**config.mk**
```make
export PLATFORM = sky130hd
export DESIGN_NAME = frame_to_format_assembler
export DESIGN_NICKNAME = d
export VERILOG_FILES = /design/src/sv/ffa_pkg.sv /design/src/sv/frame_to_format_assembler.sv /design/src/sv/ffa_outq.sv
export SDC_FILE = /design/constraint.sdc
export NUM_CORES = 1
export LEC_CHECK = 0
export BUFFER_PORTS_ARGS = -buffer_cell sky130_fd_sc_hd__buf_2
export CAP_MARGIN = 20
export CELL_PAD_IN_SITES_DETAIL_PLACEMENT = 2
export CELL_PAD_IN_SITES_GLOBAL_PLACEMENT = 2
export CORE_MARGIN = 5
export CORE_UTILIZATION = 35
export CTS_CLUSTER_SIZE = 16
export DETAILED_ROUTE_END_ITERATION = 6
export PLACE_DENSITY = 0.75
export SYNTH_ARGS = -nofsm -noshare
export SYNTH_HDL_FRONTEND = slang
export SYNTH_SLANG_ARGS = --single-unit
```
**constraint.sdc**
```tcl
create_clock -name clk -period 7.6 [get_ports clk]
set_input_delay 1.52 -clock clk [delete_from_list [all_inputs] [get_ports clk]]
set_output_delay 1.52 -clock clk [all_outputs]
set_load 0.02 [all_outputs]
```
**src/sv/ffa_pkg.sv**
```systemverilog
// Shared types and constants for the frame to format assembler.
// No dependencies; used by ffa_outq, frame_to_format_assembler and tb_top.
package ffa_pkg;

	localparam int MAX_FRAMES_DEF = 64;
	localparam int FC_W     = 8;
	localparam int FMT_W    = 32;
	localparam int HANDLE_W = 16;
	localparam int SLOT_W   = 7;
	localparam int MISS_W   = 32;
	localparam int QDEPTH   = 4;

	typedef enum logic [2:0] {
		KIND_STORED   = 3'd0,
		KIND_COMPLETE = 3'd1,
		KIND_BREAK    = 3'd2,
		KIND_NOSTART  = 3'd3,
		KIND_TOOLONG  = 3'd4,
		KIND_END      = 3'd5
	} kind_t;

	typedef struct packed {
		kind_t                kind;
		logic [SLOT_W-1:0]    slot;
		logic [HANDLE_W-1:0]  handle;
		logic [SLOT_W-1:0]    frames;
		logic [FMT_W-1:0]     fmt;
		logic                 resynced;
		logic [MISS_W-1:0]    miss;
		logic                 last;
	} res_t;

	// Up to two results leave one item per cycle while the result queue has room
	typedef struct packed {
		logic push0;
		logic push1;
		res_t res0;
		res_t res1;
	} push_t;

endpackage

```
**src/sv/frame_to_format_assembler.sv**
```systemverilog
// Top level of the frame to format assembler: input register, assembly state
// and decision logic. Depends on ffa_pkg and ffa_outq.
//
//  channel | handshake            | carries
//  --------+----------------------+---------------------------------------------
//  in      | in_valid / in_ready  | one frame header item
//  cfg     | cfg_valid / cfg_ready| check_counters bit (cfg_data)
//  out     | out_valid / out_ready| one result item, last marks an item's final
//
// An item is accepted every cycle while the result queue has room for two;
// it is decided in the input stage, which holds it until the queue has room,
// and its results then enter the queue. The output port drains one result
// per cycle while out_ready is high. Reset puts the block in hunting with an
// empty queue; a stalled output fills the four-entry queue until it lacks
// room for two and then holds in_ready low.
module frame_to_format_assembler #(
	parameter int MAX_FRAMES = ffa_pkg::MAX_FRAMES_DEF
) (
	input  logic                          clk,
	input  logic                          arst_n,
	input  logic                          in_valid,
	output logic                          in_ready,
	input  logic                          start_of_format,
	input  logic [ffa_pkg::FC_W-1:0]      frame_counter,
	input  logic [ffa_pkg::FMT_W-1:0]     format_number,
	input  logic [ffa_pkg::HANDLE_W-1:0]  payload_handle,
	input  logic                          end_of_data,
	input  logic                          cfg_valid,
	output logic                          cfg_ready,
	input  logic                          cfg_data,
	output logic                          out_valid,
	input  logic                          out_ready,
	output logic [2:0]                    kind,
	output logic [ffa_pkg::SLOT_W-1:0]    slot,
	output logic [ffa_pkg::HANDLE_W-1:0]  handle_out,
	output logic [ffa_pkg::SLOT_W-1:0]    frames_in_format,
	output logic [ffa_pkg::FMT_W-1:0]     expected_format,
	output logic                          resynced,
	output logic [ffa_pkg::MISS_W-1:0]    miss_total,
	output logic                          last
);

	localparam int TW = ffa_pkg::SLOT_W + 1;

	// Input stage
	logic                          v_s1;
	logic                          sof_s1, eod_s1;
	logic [ffa_pkg::FC_W-1:0]      fc_s1;
	logic [ffa_pkg::FMT_W-1:0]     fn_s1;
	logic [ffa_pkg::HANDLE_W-1:0]  hd_s1;

	// Assembly state
	logic                          check_q;
	logic                          asm_q, asm_d;
	logic [ffa_pkg::FC_W-1:0]      nfc_q, nfc_d;
	logic [ffa_pkg::FMT_W-1:0]     fuw_q, fuw_d;
	logic [ffa_pkg::SLOT_W-1:0]    ft_q, ft_d;
	logic                          mu_q, mu_d;
	logic [ffa_pkg::MISS_W-1:0]    miss_q, miss_d;

	logic            room, advance;
	logic [TW-1:0]   ft_next;
	logic            fc_ok, fn_ok;
	ffa_pkg::push_t  push;
	ffa_pkg::res_t   head;

	assign advance   = v_s1 && room;
	assign in_ready  = !v_s1 || room;
	assign cfg_ready = 1'b1;

	// Capture an accepted item; hold it until the queue takes its results
	always_ff @(posedge clk or negedge arst_n) begin
		if (!arst_n) begin
			v_s1 <= 1'b0;
		end else if (in_ready) begin
			v_s1 <= in_valid;
		end
	end

	always_ff @(posedge clk) begin
		if (in_valid && in_ready) begin
			sof_s1 <= start_of_format;
			eod_s1 <= end_of_data;
			fc_s1  <= frame_counter;
			fn_s1  <= format_number;
			hd_s1  <= payload_handle;
		end
	end

	assign ft_next = TW'(ft_q) + TW'(1);
	assign fc_ok   = (fc_s1 == nfc_q);
	assign fn_ok   = (fn_s1 == fuw_q);

	// Decide the results and next state of the item in the input stage
	always_comb begin
		asm_d  = asm_q;
		nfc_d  = nfc_q;
		fuw_d  = fuw_q;
		ft_d   = ft_q;
		mu_d   = mu_q;
		miss_d = miss_q;
		push   = '0;
		push.res0.kind = ffa_pkg::KIND_STORED;
		push.res1.kind = ffa_pkg::KIND_STORED;
		push.res0.fmt  = fuw_q;
		push.res1.fmt  = fuw_q;

		if (eod_s1) begin
			push.push0     = 1'b1;
			push.res0.kind = ffa_pkg::KIND_END;
			asm_d = 1'b0;
			ft_d  = '0;
			mu_d  = 1'b1;
		end else if (!asm_q) begin
			// Hunt: take a start frame, or report a missing start once
			nfc_d = fc_s1;
			fuw_d = fn_s1;
			if (sof_s1) begin
				push.push0         = 1'b1;
				push.res0.handle   = hd_s1;
				push.res0.fmt      = fn_s1;
				push.res0.resynced = !mu_q;
				mu_d  = 1'b1;
				nfc_d = fc_s1 + ffa_pkg::FC_W'(1);
				ft_d  = ffa_pkg::SLOT_W'(1);
				asm_d = 1'b1;
			end else if (mu_q) begin
				push.push0     = 1'b1;
				push.res0.kind = ffa_pkg::KIND_NOSTART;
				push.res0.fmt  = fn_s1;
				mu_d = 1'b0;
			end
		end else if (sof_s1) begin
			// Start frame closes the format, then opens the next one
			push.push0 = 1'b1;
			push.push1 = 1'b1;
			if (check_q && !fc_ok) begin
				if (miss_q != '1) miss_d = miss_q + ffa_pkg::MISS_W'(1);
				push.res0.kind     = ffa_pkg::KIND_BREAK;
				push.res1.resynced = !mu_q;
			end else begin
				push.res0.kind     = ffa_pkg::KIND_COMPLETE;
				push.res0.frames   = ft_q;
				push.res1.resynced = 1'b0;
			end
			push.res1.handle = hd_s1;
			push.res1.fmt    = fn_s1;
			mu_d  = 1'b1;
			nfc_d = fc_s1 + ffa_pkg::FC_W'(1);
			fuw_d = fn_s1;
			ft_d  = ffa_pkg::SLOT_W'(1);
			asm_d = 1'b1;
		end else if (!check_q || (fc_ok && fn_ok)) begin
			// Store the frame in its slot; end the format if it grows too long
			push.push0        = 1'b1;
			push.res0.slot    = ft_q;
			push.res0.handle  = hd_s1;
			nfc_d = nfc_q + ffa_pkg::FC_W'(1);
			ft_d  = ft_next[ffa_pkg::SLOT_W-1:0];
			if (ft_next > TW'(MAX_FRAMES)) begin
				push.push1        = 1'b1;
				push.res1.kind    = ffa_pkg::KIND_TOOLONG;
				push.res1.frames  = ft_next[ffa_pkg::SLOT_W-1:0];
				asm_d = 1'b0;
				ft_d  = '0;
				mu_d  = 1'b1;
			end
		end else begin
			// Broken sequence: count a miss, then hunt on the same frame
			if (miss_q != '1) miss_d = miss_q + ffa_pkg::MISS_W'(1);
			push.push0     = 1'b1;
			push.res0.kind = ffa_pkg::KIND_BREAK;
			asm_d = 1'b0;
			ft_d  = '0;
			nfc_d = fc_s1;
			fuw_d = fn_s1;
			if (mu_q) begin
				push.push1     = 1'b1;
				push.res1.kind = ffa_pkg::KIND_NOSTART;
				push.res1.fmt  = fn_s1;
				mu_d = 1'b0;
			end
		end

		push.res0.miss = miss_d;
		push.res1.miss = miss_d;
		push.res0.last = !push.push1;
		push.res1.last = 1'b1;

		if (!advance) begin
			push.push0 = 1'b0;
			push.push1 = 1'b0;
		end
	end

	// Update state when the item leaves the input stage
	always_ff @(posedge clk or negedge arst_n) begin
		if (!arst_n) begin
			check_q <= 1'b1;
			asm_q   <= 1'b0;
			nfc_q   <= '0;
			fuw_q   <= '0;
			ft_q    <= '0;
			mu_q    <= 1'b1;
			miss_q  <= '0;
		end else begin
			if (cfg_valid && cfg_ready) check_q <= cfg_data;
			if (advance) begin
				asm_q  <= asm_d;
				nfc_q  <= nfc_d;
				fuw_q  <= fuw_d;
				ft_q   <= ft_d;
				mu_q   <= mu_d;
				miss_q <= miss_d;
			end
		end
	end

	ffa_outq u_outq (
		.clk       (clk),
		.arst_n    (arst_n),
		.push      (push),
		.room      (room),
		.out_valid (out_valid),
		.out_ready (out_ready),
		.head      (head)
	);

	assign kind             = head.kind;
	assign slot             = head.slot;
	assign handle_out       = head.handle;
	assign frames_in_format = head.frames;
	assign expected_format  = head.fmt;
	assign resynced         = head.resynced;
	assign miss_total       = head.miss;
	assign last             = head.last;

endmodule

```
**src/sv/ffa_outq.sv**
```systemverilog
// Result queue of the frame to format assembler: takes up to two result items
// per cycle and hands out one while out_ready is high. Depends on ffa_pkg.
module ffa_outq (
	input  logic            clk,
	input  logic            arst_n,
	input  ffa_pkg::push_t  push,
	output logic            room,
	output logic            out_valid,
	input  logic            out_ready,
	output ffa_pkg::res_t   head
);

	localparam int AW = $clog2(ffa_pkg::QDEPTH);
	localparam int CW = $clog2(ffa_pkg::QDEPTH + 1);

	ffa_pkg::res_t mem_q [ffa_pkg::QDEPTH];
	logic [AW-1:0] wr_q, rd_q;
	logic [CW-1:0] count_q;
	logic          pop;
	logic [CW-1:0] n_push;

	assign pop       = out_valid && out_ready;
	assign out_valid = (count_q != '0);
	assign head      = mem_q[rd_q];
	assign room      = (count_q <= CW'(ffa_pkg::QDEPTH - 2));
	assign n_push    = CW'(push.push0) + CW'(push.push1);

	// Store pushed items in order
	always_ff @(posedge clk) begin
		if (push.push0) mem_q[wr_q] <= push.res0;
		if (push.push1) mem_q[wr_q + AW'(1)] <= push.res1;
	end

	// Advance pointers and fill count
	always_ff @(posedge clk or negedge arst_n) begin
		if (!arst_n) begin
			wr_q    <= '0;
			rd_q    <= '0;
			count_q <= '0;
		end else begin
			wr_q    <= wr_q + AW'(n_push);
			if (pop) rd_q <= rd_q + AW'(1);
			count_q <= count_q + n_push - CW'(pop);
		end
	end

endmodule

```
---- Yosys cells after proc, flatten, opt, wreduce, memory -nomap -nowiden ----
Memory sizes are Yosys's and may differ from the RTL's.
Cells that the tools add are included.
cells by class
  reduce and logical (&&, ||, !) cells .... 18
  magnitude comparators ................... 2
  multiplexer cells ....................... 77
  equality and inequality tests ........... 5
  bitwise operators ....................... 1
  add/sub/neg operators ................... 10
operators by type and width
  operator                                                       count
  two-way mux 32 bit                                             13
  two-way mux 56 bit                                             2
  two-way mux 7 bit                                              13
  two-way mux 63 bit                                             1
  two-way mux 23 bit                                             2
  two-way mux 33 bit                                             1
  adder 32 x 1 -> 32 bit, second input constant                  1
  == test 32 bit                                                 1
  two-way mux 16 bit                                             2
  two-way mux 8 bit                                              4
  inequality test 32 bit, second input constant                  1
  two-way mux 1 bit                                              26
  two-way mux 3 bit                                              7
  adder 8 x 1 -> 8 bit, second input constant                    2
  two-way mux 2 bit                                              5
  adder 7 x 1 -> 8 bit, second input constant                    1
  == test 8 bit                                                  1
  greater-than comparator 8 x 7 -> 1 bit, second input constant  1
  AND reduction 2 bit                                            3
  nonzero test 3 bit                                             2
  logical AND 1 bit                                              5
  logical NOT 1 bit                                              5
  inequality test 5 x 4 -> 1 bit, second input constant          1
  adder 2 x 1 -> 2 bit, second input constant                    2
  other kinds (10)                                               11
storage, ports and cells
  flip-flop bits (word level) ............. 148
  RAM bits ................................ 396
  memories kept ........................... 1
  output and inout bits ................... 102
  word-level logic and storage cells ...... 130
  bits of input ports ..................... 64
memories
  memory        words  bits a word  rd ports  clocked after memory_dff  wr ports  RTL line        source
  u_outq.mem_q  4      99           1         0                         2         ffa_outq.sv:16  ffa_pkg::res_t mem_q [ffa_pkg::QDEPTH];

---- Logic depth before layout (Yosys ltp) ----
  depth in word-level cells ............... 11
  mapped depth ............................ 15
  depth with buffers taken out ............ 13

---- Modules after synthesis ----
Synthesis repeated with hierarchy kept, for this count alone.
unflattened totals
  cells, all modules ...................... 1,772
  area, all modules ....................... 27,691.6 um^2
modules (own cells, without submodules)
  module                     area each (um^2)  seq. area each (um^2)  cells each  instances
  ffa_outq                   19,528.7          12,066.6               998         1
  frame_to_format_assembler  8,162.8           3,821.2                774         1

---- Worst setup path before layout ----
Ideal clock, no wire load.
  path kind ............................... register to register
  start ................................... register fn_s1[28] (netlist name)
  end ..................................... memory u_outq.mem_q[0][10] (netlist name), enable pin
  buffers on the path ..................... 2
  clock period less this slack ............ 4.274 ns
  data arrival time ....................... 3.830 ns
  cell stages (with the launch flop) ...... 10
  setup time .............................. 0.444 ns
  slack ................................... 3.326 ns
  path through ............................ edfxtp_1 > xor2_1 > nor4_1 > and4_1 > clkbuf_1 > a31oi_1 > o211ai_2 > a21oi_1 > clkbuf_1 > inv_1
RTL lines
  item                    RTL line                         source
  from (decl)             frame_to_format_assembler.sv:49  logic [ffa_pkg::FMT_W-1:0] fn_s1;
  from (signal assigned)  frame_to_format_assembler.sv:85  fn_s1 <= format_number;
  to (decl)               ffa_outq.sv:16

---- Worst setup path after layout ----
  start ................................... register u_outq.rd_q[1]
  end ..................................... output expected_format[0] (netlist name)
between the ends
  cells in the longest elaborated chain, start to end .. 1
RTL lines
  item                    RTL line                         source
  from (decl)             ffa_outq.sv:17                   logic [AW-1:0] wr_q, rd_q;
  from (signal assigned)  ffa_outq.sv:42                   if (pop) rd_q <= rd_q + AW'(1);
  memory (4 x 99 bit)     --
  to (decl)               frame_to_format_assembler.sv:37  output logic [ffa_pkg::FMT_W-1:0] expected_format,
No other way between the ends.

==> results.py <==
metrics = {
    "status": {
        "status": "completed",
    },
    "setup_path": {
        "path_class": "reg -> out",
        "cp_slowest_cell": "dfrtp_4",
        "crit_fanout": 58,
        "worstPathArrival_ns": 3.23,
        "max_stage_delay_ns": 0.93,
        "worstPathCellList": "buf_4 > mux4_2 > buf_2",
        "crit_path_end_kind": "primary output",
        "crit_buf_inv": 2,
        "worst_ep_required_time_ns": 6.08,
        "cpLargestDelayFamily": "buffers and inverters",
        "worst_setup_path_start_kind": "register",
    },
    "global_route": {
        "gr-usage-met1_pct": 26.6,
        "gr-max-usage-layer": "met2",
        "grt_pass1_vias": 18800,
        "grt_usage_pct": 20.9,
        "grtUsageMet3_pct": 2.99,
        "grt_max_degree": 67,
        "antenna_found_initial": 3,
        "grt_pass1_wl_um": 124000,
        "grtUsageMet2_pct": 37.7,
        "overflow": 0,
    },
    "timing": {
        "finalCriticalPeriod_ns": 4.75,
        "fin_setup_tns_ns": 0,
        "min_period_over_period_pct": 62.5,
        "hold_viol_final": 0,
        "rsz0062_at_grt": "false",
        "finalSetupViolCount": 0,
        "layout_setup_ws_ns": 2.85,
        "clock_skew_ns": 0.0296,
        "maxSlewViolCount": 0,
        "relSlewSlack_pct": 21.3,
        "fmax_mhz": 210,
        "worst_pin_slew_ns": 1.18,
    },
    "placement": {
        "place_area_um2": 26800,
        "dpl_worst_slack_ns": 2.86,
        "place_hpwl_um": 50900,
        "place.gp.congestion": 0.825,
        "port_buffers": 164,
        "place_inst": 2824,
    },
    "clocking": {
        "cts_sinks": 544,
        "tritoncts": "built",
        "postCtsHoldBufs": 0,
        "clock_latency_ns": 0.65,
        "clockBufferDepth": 3,
        "path_clk_slew_ns": 0.06,
        "cts_buffers": 60,
        "cts_max_level": 2,
        "cts_root_buf": "clkbuf_16",
        "postCtsSetupBuffers": 0,
        "cts_resized": 0,
    },
    "layout": {
        "layout-drive-gt1-share_pct": 23.8,
        "final_area_um2": 29000,
        "nNetsFinal": 2012,
        "area_growth_pct": 15.8,
        "layoutNonFillerInstCount": 2939,
        "diodes": 0,
    },
    "power": {
        "p_leak_uw": 0.0101,
        "power.density_nw_per_um2": 433,
        "totalPowerFinal_uw": 12600,
        "irDropWorstVdd_mv": 0.287,
    },
    "floorplanning": {
        "die_area_um2": 77000,
        "core-area_um2": 71200,
        "initial_core_util_pct": 35.2,
        "chipHeight_um": 278,
        "io-pin-count": 166,
        "die_x_um": 278,
        "placementRows": 98,
    },
    "worst_hold_path": {
        "min_path_type": "reg -> reg",
    },
    "yosys": {
        "synth.largest_area_cell": "edfxtp_1",
        "yosys.area.top_type_share_pct": 50.6,
        "yosys_warnings": 0,
        "ys_top_cells_by_area": "edfxtp_1 51%, mux4_2 8.9%, dfrtp_1 8.8%",
        "netlist_top_cells_count": "422 x edfxtp_1, 210 x nor2_1, 144 x a22o_1",
        "yosysUniqueCellTypes": 88,
        "async_flop_share_pct": 16.5,
        "netlist_area_um2": 25100,
        "synth-edff-count": 422,
        "synthFlopType": "edfxtp_1",
        "synth.avg_cell_area_um2": 13.9,
        "ys_seq_elements": 544,
        "synth.most_common_cell": "edfxtp_1",
        "synth.yosys.seq_area_share_pct": 62.1,
        "syn_nets": 1884,
        "synthCells": 1809,
    },
    "detailed_routing": {
        "drt_iter0_drc": 1221,
        "postRouteAntennaNets": 0,
        "drc": 0,
        "drt-vias-per-instance": 5.69,
        "wl_per_cell_um": 28.1,
        "dr.pass1.iters": 5,
        "via_count": 16700,
        "wl_um": 82700,
    },
    "run": {
        "cap_violations": 0,
    },
}
## sequential cells by signal (all words and copies together), names as in the netlist, 2 cells and up
register,flops
u_outq.mem_q,396
fc_s1,8
u_outq.count_q,3
miss_q,32
fn_s1,32
ft_q,7
nfc_q,8
u_outq.wr_q,2
fuw_q,32
hd_s1,16
u_outq.rd_q,2
## metrics by stage
step                utilization (%)  hold WS (ns)
floorplan                         -         0.423
global placement               37.7         0.430
detailed placement             37.7         0.445
CTS                            40.7         0.453
global route                   40.7         0.483
finish                         40.7         0.451
## worst register-to-register path: cells and delay by family (launching register included)
| kind | cells | cell delay, ns |
|---|---|---|
| buf+inv | 2 | 1.30 |
| simple gates | 2 | 1.15 |
| compound gates | 3 | 1.07 |
| flops | 1 | 0.48 |
| xor+xnor | 1 | 0.21 |
## layer usage
layer	wire length, um	vias up
met1	34000	8937
li1	-	7206
met5	13	-
met3	3770	121
met2	43000	462
met4	1840	2
## worst paths after layout
kind / start / endpoint / slack, ns / depth (start not counted)
worst max register to register: fn_s1[22] / u_outq.mem_q[1][42] / 2.95 / 8
worst max-delay path: u_outq.rd_q[1] / expected_format[0] / 2.85 / 3
worst min register to register: u_outq.mem_q[3][94] / u_outq.mem_q[3][94] / 0.45 / 2
max in group asynchronous: arst_n / u_outq.rd_q[1] / 5.31 / 2
worst min-delay path: u_outq.mem_q[3][94] / u_outq.mem_q[3][94] / 0.45 / 2
min in group asynchronous: arst_n / fuw_q[8] / 0.92 / 1
## layout make-up
type	count	area, um2
clock inverters	38	526
well taps	950	1190
inverters	25	111
fillers	7086	42200
repair buffers	197	1110
multi-input cells	1109	8880
flip-flops and latches	544	15600
clock buffers	76	1630
## logic make-up after synthesis
logic type	after synthesis	synth area share, %
xor gates and xnor gates	107	3.74
muxes	134	10.5
adders and majority gates	11	0.579
buffers and inverters	156	2.62
and+or+nand+nor	501	9.43
AOI/OAI and AO/OA	355	11.0
other	1	0.0150
DFF	544	62.1
## where the power goes
group	internal (uW)	total (uW)	switching (uW)
Clock	1930	3210	1270
Combinational	1530	4400	2870
Sequential	4280	4960	675
## cell usage in the layout, fill, tap and decap left out, types with 8 or more instances in the layout
cell type / n
a32o_1: 8
o21ai_0: 40
mux4_2: 99
clkinv_2: 13
dfxtp_1: 32
xnor2_1: 32
clkbuf_1: 11
bufinv_16: 12
and2_1: 9
nor2_1: 210
buf_4: 31
a22o_1: 144
xor2_1: 75
edfxtp_1: 422
a21oi_1: 62
inv_1: 20
nand2b_1: 26
nand3_1: 48
nor4_1: 19
buf_2: 163
nand4_1: 16
a211oi_1: 11
a21o_1: 16
ha_1: 10
and3_1: 10
nand2_1: 87
mux2_2: 33
clkinv_1: 9
nor3_1: 28
or3_1: 12
clkbuf_16: 62
dfrtp_1: 86
(Power assumes the default switching activity.)
